File: config.mk
export PLATFORM = sky130hd
export DESIGN_NAME = sms_ctrl
export DESIGN_NICKNAME = d
export VERILOG_FILES = /design/src/rtl/core/stack_machine_step_macros.svh /design/src/rtl/core/sms_pkg.sv /design/src/rtl/core/sms_ctrl.sv
export SDC_FILE = /design/constraint.sdc
export NUM_CORES = 1
export LEC_CHECK = 0
export ABC_AREA = 1
export BUFFER_PORTS_ARGS = -buffer_cell sky130_fd_sc_hd__clkbuf_2
export CORE_UTILIZATION = 44
export CTS_CLUSTER_DIAMETER = 40
export DETAILED_ROUTE_END_ITERATION = 16
export MAX_ROUTING_LAYER = met4
export PLACE_DENSITY = 0.78
export SLEW_MARGIN = 20
export SYNTH_ARGS = -nofsm -noshare
export SYNTH_HDL_FRONTEND = slang
export SYNTH_SLANG_ARGS = --single-unit
File: constraint.sdc
create_clock -name clk_i -period 2.4 [get_ports clk_i]
set_clock_uncertainty 0.05 [all_clocks]
set_input_delay 0.24 -clock clk_i [delete_from_list [all_inputs] [get_ports clk_i]]
set_output_delay 0.24 -clock clk_i [all_outputs]
set_load 0.01 [all_outputs]
File: src/rtl/core/stack_machine_step_macros.svh
// Assertion macros for the stack machine core.
`ifndef STACK_MACHINE_STEP_MACROS_SVH
`define STACK_MACHINE_STEP_MACROS_SVH
`ifndef SYNTH
`define SMS_ASSERT_IMP(label, clk, rst_n, a, c) \
  label: assert property (@(posedge clk) disable iff (!rst_n) (a) |-> (c)) \
    else $error("assertion failed");
`define SMS_ASSERT_NXT(label, clk, rst_n, a, c) \
  label: assert property (@(posedge clk) disable iff (!rst_n) (a) |=> (c)) \
    else $error("assertion failed");
`else
`define SMS_ASSERT_IMP(label, clk, rst_n, a, c)
`define SMS_ASSERT_NXT(label, clk, rst_n, a, c)
`endif
`endif

File: src/rtl/core/sms_pkg.sv
// ----------------------------------------------------------------------------
// sms_pkg
// Shared types and constants of the stack machine core.
// ----------------------------------------------------------------------------
package sms_pkg;
  localparam int unsigned ProgDepth = 1024;
  localparam int unsigned StackDepth = 256;
  localparam int unsigned PaW = $clog2(ProgDepth);
  localparam int unsigned SaW = $clog2(StackDepth);
  localparam int unsigned PlW = PaW + 1;
  localparam int unsigned SpW = SaW + 1;
  localparam int unsigned ProgW = 37;

  localparam logic [1:0] MODE_LOAD = 2'd0;
  localparam logic [1:0] MODE_EXEC = 2'd1;
  localparam logic [1:0] MODE_CLR = 2'd2;
  localparam logic [1:0] MODE_CLRALL = 2'd3;

  localparam logic [4:0] OP_PUSH = 5'd0;
  localparam logic [4:0] OP_POP = 5'd1;
  localparam logic [4:0] OP_SWAP = 5'd2;
  localparam logic [4:0] OP_ADD = 5'd3;
  localparam logic [4:0] OP_SUB = 5'd4;
  localparam logic [4:0] OP_MUL = 5'd5;
  localparam logic [4:0] OP_DIV = 5'd6;
  localparam logic [4:0] OP_RET = 5'd7;
  localparam logic [4:0] OP_JMP = 5'd8;
  localparam logic [4:0] OP_CALL = 5'd9;
  localparam logic [4:0] OP_FRET = 5'd10;
  localparam logic [4:0] OP_JEQ = 5'd11;
  localparam logic [4:0] OP_JNE = 5'd12;
  localparam logic [4:0] OP_JGT = 5'd13;
  localparam logic [4:0] OP_JGE = 5'd14;
  localparam logic [4:0] OP_JLS = 5'd15;
  localparam logic [4:0] OP_JLE = 5'd16;

  localparam logic [2:0] ST_OK = 3'd0;
  localparam logic [2:0] ST_EMPTY = 3'd1;
  localparam logic [2:0] ST_FULL = 3'd2;
  localparam logic [2:0] ST_SEGV = 3'd3;
  localparam logic [2:0] ST_UNKNOWN = 3'd4;
  localparam logic [2:0] ST_DIVZERO = 3'd5;
  localparam logic [2:0] ST_PARAMS = 3'd6;
  localparam logic [2:0] ST_PROGFULL = 3'd7;

  // Datapath commands.
  typedef enum logic [4:0] {
    C_NONE, C_PROG_WR, C_PROG_RD, C_SRD, C_SPOP_X, C_SPOP_Y, C_SPOP_Z,
    C_SWR, C_DIV_START, C_MUL, C_SHIFT_RD, C_SHIFT_WR, C_SETPC, C_CLEAR,
    C_ARG_Z, C_ADD, C_SUB
  } cmd_e;

  typedef struct packed {
    cmd_e cmd;
    logic [1:0] wsel;   // 0 x, 1 y, 2 z, 3 return address
    logic [2:0] pcsel;  // pc source: 0 keep,1 next,2 x,3 y,4 z
    logic sp_inc;
    logic sp_dec;
    logic clr_len;
  } ctl_t;

  typedef struct packed {
    logic div_done;
    logic [31:0] x;
    logic [31:0] y;
    logic [31:0] z;
    logic [4:0] op;
    logic [31:0] arg;
    logic [31:0] pc;
    logic [PlW-1:0] len;
    logic [SpW-1:0] sp;
    logic [SpW-1:0] cnt;
  } sts_t;
endpackage

File: src/rtl/core/sms_ctrl.sv
// ----------------------------------------------------------------------------
// sms_ctrl
// Sequencer that steps each instruction through the datapath.
// ----------------------------------------------------------------------------
module sms_ctrl (
  input  logic          clk_i,
  input  logic          rst_ni,
  input  logic          start_i,
  input  logic [1:0]    mode_i,
  input  sms_pkg::sts_t sts_i,
  output sms_pkg::ctl_t ctl_o,
  output logic          done_o,
  output logic [2:0]    status_o,
  output logic          halted_o
);
  import sms_pkg::*;

  typedef enum logic [3:0] {
    S_IDLE, S_FETCH, S_DEC, S_POPRD, S_POPWT, S_POPLD, S_DIVW, S_WR,
    S_SHRD, S_SHWT, S_SHWR, S_DONE
  } state_e;

  state_e state_q, state_d;
  logic [4:0] op_q, op_d;
  logic [31:0] arg_q, arg_d;
  logic [1:0] npop_q, npop_d, pidx_q, pidx_d;
  logic [2:0] st_q, st_d;
  logic halt_q, halt_d;
  logic [SpW-1:0] stop_q, stop_d;
  ctl_t c;
  logic cmp;

  always_comb begin
    unique case (op_q)
      OP_JEQ: cmp = sts_i.y == sts_i.x;
      OP_JNE: cmp = sts_i.y != sts_i.x;
      OP_JGT: cmp = $signed(sts_i.y) > $signed(sts_i.x);
      OP_JGE: cmp = $signed(sts_i.y) >= $signed(sts_i.x);
      OP_JLS: cmp = $signed(sts_i.y) < $signed(sts_i.x);
      default: cmp = $signed(sts_i.y) <= $signed(sts_i.x);
    endcase
  end

  always_comb begin
    state_d = state_q; op_d = op_q; arg_d = arg_q;
    npop_d = npop_q; pidx_d = pidx_q; st_d = st_q; halt_d = halt_q;
    stop_d = stop_q;
    c = '{cmd: C_NONE, wsel: 2'd0, pcsel: 3'd0, sp_inc: 1'b0, sp_dec: 1'b0,
          clr_len: 1'b0};
    unique case (state_q)
      S_IDLE: if (start_i) begin
        st_d = ST_OK; halt_d = 1'b0;
        unique case (mode_i)
          MODE_LOAD: begin
            if (sts_i.len >= PlW'(ProgDepth)) st_d = ST_PROGFULL;
            else c.cmd = C_PROG_WR;
            state_d = S_DONE;
          end
          MODE_EXEC: begin
            if (sts_i.pc >= 32'(sts_i.len)) begin
              st_d = ST_SEGV; state_d = S_DONE;
            end else begin
              c.cmd = C_PROG_RD; state_d = S_FETCH;
            end
          end
          default: begin
            c.cmd = C_CLEAR; c.clr_len = (mode_i == MODE_CLRALL);
            state_d = S_DONE;
          end
        endcase
      end
      S_FETCH: begin
        // The push value goes to z while the program word is on the read port.
        c.cmd = C_ARG_Z;
        op_d = sts_i.op; arg_d = sts_i.arg; state_d = S_DEC;
      end
      S_DEC: begin
        pidx_d = 2'd0;
        state_d = S_POPRD;
        unique case (op_q)
          OP_PUSH: begin
            if (sts_i.sp >= SpW'(StackDepth)) begin
              st_d = ST_FULL; state_d = S_DONE;
            end else state_d = S_WR;
          end
          OP_POP, OP_RET, OP_JMP, OP_CALL: npop_d = 2'd1;
          OP_SWAP: begin
            if (sts_i.sp < SpW'(2)) begin
              st_d = ST_EMPTY; state_d = S_DONE;
            end else npop_d = 2'd2;
          end
          OP_ADD, OP_SUB, OP_MUL, OP_DIV, OP_FRET: npop_d = 2'd2;
          OP_JEQ, OP_JNE, OP_JGT, OP_JGE, OP_JLS, OP_JLE: npop_d = 2'd3;
          default: begin
            st_d = ST_UNKNOWN; state_d = S_DONE;
          end
        endcase
      end
      S_POPRD: begin
        if (sts_i.sp == '0) begin
          st_d = ST_EMPTY; state_d = S_DONE;
        end else begin
          c.cmd = C_SRD; c.sp_dec = 1'b1; state_d = S_POPWT;
        end
      end
      S_POPWT: state_d = S_POPLD;
      S_POPLD: begin
        // Compare jumps pop the address into z, then b into x, then a into y.
        if (npop_q == 2'd3) begin
          c.cmd = (pidx_q == 2'd0) ? C_SPOP_Z : (pidx_q == 2'd1) ? C_SPOP_X : C_SPOP_Y;
        end else begin
          c.cmd = (pidx_q == 2'd0) ? C_SPOP_X : C_SPOP_Y;
        end
        pidx_d = pidx_q + 2'd1;
        state_d = S_WR;
        if (pidx_q + 2'd1 != npop_q) state_d = S_POPRD;
        if (op_q == OP_DIV) state_d = S_DIVW;
      end
      S_DIVW: begin
        // First pop landed in x: check divisor, then continue.
        if (pidx_q == 2'd1) begin
          if (sts_i.x == '0) begin
            st_d = ST_DIVZERO; state_d = S_DONE;
          end else state_d = S_POPRD;
        end else if (pidx_q == 2'd2) begin
          c.cmd = C_DIV_START; pidx_d = 2'd3;
        end else if (sts_i.div_done) begin
          state_d = S_WR;
        end
      end
      S_WR: begin
        state_d = S_DONE;
        unique case (op_q)
          OP_PUSH: begin
            c.cmd = C_SWR; c.wsel = 2'd2; c.sp_inc = 1'b1; c.pcsel = 3'd1;
          end
          OP_POP: c.pcsel = 3'd1;
          OP_SWAP: begin
            if (pidx_q == 2'd2) begin
              c.cmd = C_SWR; c.wsel = 2'd0; c.sp_inc = 1'b1; pidx_d = 2'd3;
              state_d = S_WR;
            end else begin
              c.cmd = C_SWR; c.wsel = 2'd1; c.sp_inc = 1'b1; c.pcsel = 3'd1;
            end
          end
          OP_ADD, OP_SUB, OP_MUL: begin
            if (pidx_q == 2'd2) begin
              c.cmd = (op_q == OP_ADD) ? C_ADD : (op_q == OP_SUB) ? C_SUB : C_MUL;
              pidx_d = 2'd3; state_d = S_WR;
            end else begin
              c.cmd = C_SWR; c.wsel = 2'd2; c.sp_inc = 1'b1; c.pcsel = 3'd1;
            end
          end
          OP_DIV: begin
            c.cmd = C_SWR; c.wsel = 2'd2; c.sp_inc = 1'b1; c.pcsel = 3'd1;
          end
          OP_RET: halt_d = 1'b1;
          OP_JMP: c.pcsel = 3'd2;
          OP_FRET: begin
            c.cmd = C_SWR; c.wsel = 2'd0; c.sp_inc = 1'b1; c.pcsel = 3'd3;
          end
          OP_CALL: begin
            if (32'(sts_i.sp) < arg_q) begin
              st_d = ST_PARAMS;
            end else begin
              c.cmd = C_SETPC;
              stop_d = sts_i.sp - SpW'(arg_q);
              state_d = S_SHRD;
            end
          end
          default: c.pcsel = cmp ? 3'd4 : 3'd1;
        endcase
      end
      S_SHRD: begin
        if (sts_i.cnt == stop_q) begin
          // Insert the return address at the vacated slot.
          c.cmd = C_SWR; c.wsel = 2'd3; c.sp_dec = 1'b1; c.sp_inc = 1'b1;
          if (sts_i.sp + SpW'(1) >= SpW'(StackDepth)) st_d = ST_FULL;
          else c.pcsel = 3'd2;
          state_d = S_DONE;
        end else begin
          c.cmd = C_SHIFT_RD; state_d = S_SHWT;
        end
      end
      S_SHWT: begin
        c.cmd = C_SHIFT_RD; state_d = S_SHWR;
      end
      S_SHWR: begin
        c.cmd = C_SHIFT_WR; state_d = S_SHRD;
      end
      S_DONE: state_d = S_IDLE;
      default: state_d = S_IDLE;
    endcase
  end

  always_ff @(posedge clk_i or negedge rst_ni) begin
    if (!rst_ni) begin
      state_q <= S_IDLE; op_q <= '0; arg_q <= '0; npop_q <= '0;
      pidx_q <= '0; st_q <= ST_OK; halt_q <= 1'b0; stop_q <= '0;
    end else begin
      state_q <= state_d; op_q <= op_d; arg_q <= arg_d;
      npop_q <= npop_d; pidx_q <= pidx_d; st_q <= st_d; halt_q <= halt_d;
      stop_q <= stop_d;
    end
  end

  assign ctl_o = c;
  assign done_o = state_q == S_DONE;
  assign status_o = st_q;
  assign halted_o = halt_q;
endmodule
**Yosys cells after proc, flatten, opt, wreduce, memory -nomap -nowiden**

Cells that the tools add are included.

- Muxes and demuxes: 76
- Bitwise operators: 1
- Eq/ne operators: 53
- $lt $le $gt $ge: 10
- Reductions and logical operators: 28
- Add/subtract/negate cells: 3

Operators with widths:

| operator | number |
|---|---|
| 4-bit 2-to-1 mux | 16 |
| 5-bit one-hot mux with 9 select lines | 1 |
| 4-bit one-hot mux with 11 select lines | 1 |
| 5-bit by 4-bit == test with 1-bit output, second input constant | 8 |
| 3-bit 2-to-1 mux | 13 |
| 3-bit one-hot mux with 6 select lines | 2 |
| 32-bit == test | 1 |
| 32-bit by 11-bit greater-or-equal comparator with 1-bit output | 1 |
| 32-bit greater-or-equal comparator | 1 |
| 32-bit > comparator | 1 |
| 32-bit <= comparator | 1 |
| 32-bit logical NOT | 1 |
| 32-bit < comparator | 1 |
| 9-bit by 32-bit < comparator with 1-bit output | 1 |
| 32-bit inequality test | 1 |
| 2-bit 2-to-1 mux | 12 |
| 2-bit inequality test, second input constant | 11 |
| 5-bit by 3-bit == test with 1-bit output, second input constant | 4 |
| 5-bit 2-to-1 mux | 4 |
| 5-bit one-hot mux with 4 select lines | 1 |
| 9-bit greater-or-equal comparator, second input constant | 2 |
| 4-bit by 3-bit == test with 1-bit output, second input constant | 4 |
| 4-bit == test, second input constant | 4 |
| 2-bit one-hot mux with 4 select lines | 2 |
| other kinds (44) | 77 |

- Logic and storage cells: 179
- Bits of input ports: 200
- Output and inout bits: 18
- Register bits after elaboration: 58

**Longest topological paths before layout**

- Depth after elaboration: 6
- Mapped depth: 20

**Worst setup path after synthesis**

No wires, ideal clock.

- Path type: reg2out
- Start: reg arg_q[0]
- End: out ctl_o[10] (netlist name)
- Stages on the path, launching flop included: 13
- Data arrival time: 2,086 ps
- Path slack: 24 ps
- Cell sequence: dfrtp_1 > ha_1 > fa_1 > o21ai_2 > nand3_1 > o21ai_1 > nand2_1 > nand2_1 > nand3_1 > nor2_1 > inv_2 > buf_6 > nand2_1

RTL lines:

| what | line | source |
|---|---|---|
| start: declaration | sms_ctrl.sv:25 | `logic [31:0] arg_q, arg_d;` |
| start signal: assignment | sms_ctrl.sv:201 | `state_q <= state_d; op_q <= op_d; arg_q <= arg_d;` |
| end: declaration | sms_ctrl.sv:11 | `output sms_pkg::ctl_t ctl_o,` |

==> results.json <==
{
  "outcome": "complete, but fails checks",
  "violations": "setup timing",
  "diodes": 0,
  "worst-setup-path-type": "flop to output pin",
  "synth_most_common_cell": "nand2_1",
  "crit_required_ns": 2.11,
  "final_hold_viol_count": 0,
  "gr-total-overflow": 0,
  "synth.top_cell.area_share_pct": 28.3,
  "worstPathCellList": "ha_2 > fa_2 > o21ai_4 > nand3_2 > o21ai_4 > nand2_2 > nand2_2 > nand3_4 > o21ai_2 > a31o_2 > buf_8",
  "timing.fmax_mhz": 375,
  "cts-root-buf": "clkbuf_16",
  "slew_violations": 0,
  "cts_htree_levels": 3,
  "r2r_setup_slack_ns": 0.07,
  "ys_ff_latch": 58,
  "synth_common_cells": "211 x nand2_1, 117 x inv_1, 78 x nor2_1",
  "port-buffer-count": 185,
  "finalNetCount": 1244,
  "worstSetupEndpointType": "output pin",
  "numCtsBuffers": 9,
  "die_x_um": 110,
  "drt-total-wl_um": 16400,
  "syn_area_mm2": 0.00513,
  "instances_no_fill": 1135,
  "synthFlopType": "dfrtp_1",
  "synth_top_area_cell": "dfrtp_1",
  "ys.warnings.count": 0,
  "grt_pass1_wl_um": 23800,
  "cap_violations": 0,
  "fin_crit_ns": 2.67,
  "critPathMaxStageDelay_ns": 0.38,
  "start_util_pct": 45.1,
  "avgViaCountPerCell": 5.14,
  "maxSlewHeadroom_pct": 54.4,
  "cp.arrival_ns": 2.38,
  "synthCells": 759,
  "grtUsageTotal_pct": 26.1,
  "grt_max_degree": 41,
  "power_leakage_nw": 4.05,
  "cp.buffers_inverters": 1,
  "cts_sinks": 58,
  "rows": 39,
  "synth.distinct_cells": 42,
  "final_layout_size_suffix_gt1_share_pct": 37.8,
  "hold-worst-slack_ns": 0.0547,
  "powerDensity_mw_per_mm2": 1010,
  "min_period_over_period_pct": 111,
  "dp_hpwl_um": 11900,
  "setup_ws_ns": -0.266,
  "rsz0062_at_grt": "true",
  "dr.pass1.iters": 7,
  "num_vias": 5836,
  "hold_path.class": "input pin to flop",
  "design.die.area_mm2": 0.0121,
  "path_delay_family": "compound AO/OA/AOI/OAI gates",
  "ant_nets": 0,
  "post-place-ws_ns": -0.126,
  "ys_async_sr_fraction_pct": 100,
  "antenna_found_initial": 0,
  "io_pins": 218,
  "dr.first_iter.drc_count": 337,
  "startpoint_type": "flop",
  "syn_area_per_cell_um2": 6.76,
  "tightest_slew_ns": 0.683,
  "synth_edf_count": 0,
  "syn_nets": 1016,
  "route.detailed.drc": 0,
  "synth-seq-area-share_pct": 28.3,
  "grt_pass1_vias": 5516,
  "vdd_drop_max_mv": 0.702,
  "wire_per_inst_um": 14.5,
  "cts_buffer_depth": 2,
  "gp_congestion": 1.01,
  "area_growth_pct": 45.0,
  "slowest_stage": "dfrtp_1",
  "clkLatencyLatePin_ns": 0.33,
  "yosys-top-cells-area": "dfrtp_1 28%, nand2_1 15%, ha_1 14%",
  "power_w": 0.00749,
  "core_mm2": 0.0114,
  "cts_tree": "done",
  "setup_violations": 3,
  "path_max_fanout": 3,
  "dpl.cell_count": 1097,
  "clkSlewWorstSetupHoldPaths_ns": 0.06,
  "die_h_um": 110
}
[report_power, final]
part           switching, W  internal [W]
clock network      0.000484       0.00102
logic               0.00253       0.00178
registers          0.000279       0.00140
[kinds of logic after synthesis]
| kind of cell | after synthesis | share of synthesized area, % |
|---|---|---|
| AOI/OAI and AO/OA | 103 | 11.7 |
| and+or+nand+nor | 393 | 33.4 |
| xor gates and xnor gates | 16 | 2.73 |
| buffers and inverters | 132 | 9.85 |
| adders and majority gates | 57 | 14.0 |
| DFF | 58 | 28.3 |
[cell type report]
cell class	instances	area [um2]
clock inverters	7	125
clock buffers	9	225
multi-input cells	569	3660
repair buffers	227	1330
fillers	928	3930
well taps	143	179
inverters	122	468
flip-flops and latches	58	1460
[through the flow]
stage	utilization (%)	cell area, um2	TNS [ns]
after floorplan	-	5130	0
after global placement	55.9	6360	-0.437
after detailed placement	55.9	6360	-0.745
after CTS	60.4	6860	-0.609
after global routing	65.4	7440	-1.04
final	65.4	7440	-0.526
[tightest hold or removal path, delay by kind of cell]
family	cells	cell delay [ns]
buffers and inverters	1	0.07
AND/OR/NAND/NOR	2	0.09
[final timing paths]
check                                       from                    end  cells past startpoint
max                         arg_q[0]$_DFFE_PN0P_              ctl_o[11]                     11
min                                    sts_i[72]  arg_q[11]$_DFFE_PN0P_                      3
max reg2reg                 arg_q[0]$_DFFE_PN0P_  stop_q[7]$_DFFE_PN0P_                     13
min reg2reg                arg_q[29]$_DFFE_PN0P_  arg_q[29]$_DFFE_PN0P_                      2
max in group asynchronous                 rst_ni    op_q[0]$_DFFE_PN0P_                      3
min in group asynchronous                 rst_ni  arg_q[11]$_DFFE_PN0P_                      2
[flip-flops by register name (all words and copies together), names as in the netlist]
name / flops
status_o: 3
halted_o: 1
state_q: 4
op_q: 5
arg_q: 32
pidx_q: 2
stop_q: 9
npop_q: 2
[placed cells by master, fill, tap and decap left out, drive strengths merged, types with 2 or more instances in the layout]
cell    synthesis  layout
ha             56      56
xor2           10      10
xnor2           6       6
buf             3      55
a211oi          4       4
o21ai          50      50
nand2         215     215
dfrtp          58      58
a31oi           2       2
a21oi          34      34
bufinv          0       3
clkbuf          7     180
nor3b           2       2
or2             7       7
nor4           21      21
clkinv          0       3
nor2           86      86
inv           122     123
nand4          16      16
o211ai          3       3
nor3           10      10
nand3          36      36
o31ai           2       2
[timing repair]
action / 4_1_cts / 5_1_grt
hold endpoints to repair: 26 / 0
gates cloned: 0 / 0
hold buffers: 1 / 0
setup endpoints to repair: 16 / 21
pin swaps: 5 / 41
gates resized for setup: 20 / 134
buffers inserted: 10 / 13
[metal layers]
| layer | vias to the layer above | wire length [um] | GRT usage, % |
|---|---|---|---|
| li1 | 2928 | - | - |
| met1 | 2596 | 6390 | 28.0 |
| met2 | 259 | 7990 | 46.8 |
| met3 | 53 | 1350 | 5.64 |
| met4 | 0 | 675 | 10.5 |
| met5 | - | 0 | - |
Power figures use the tool's default switching activity.
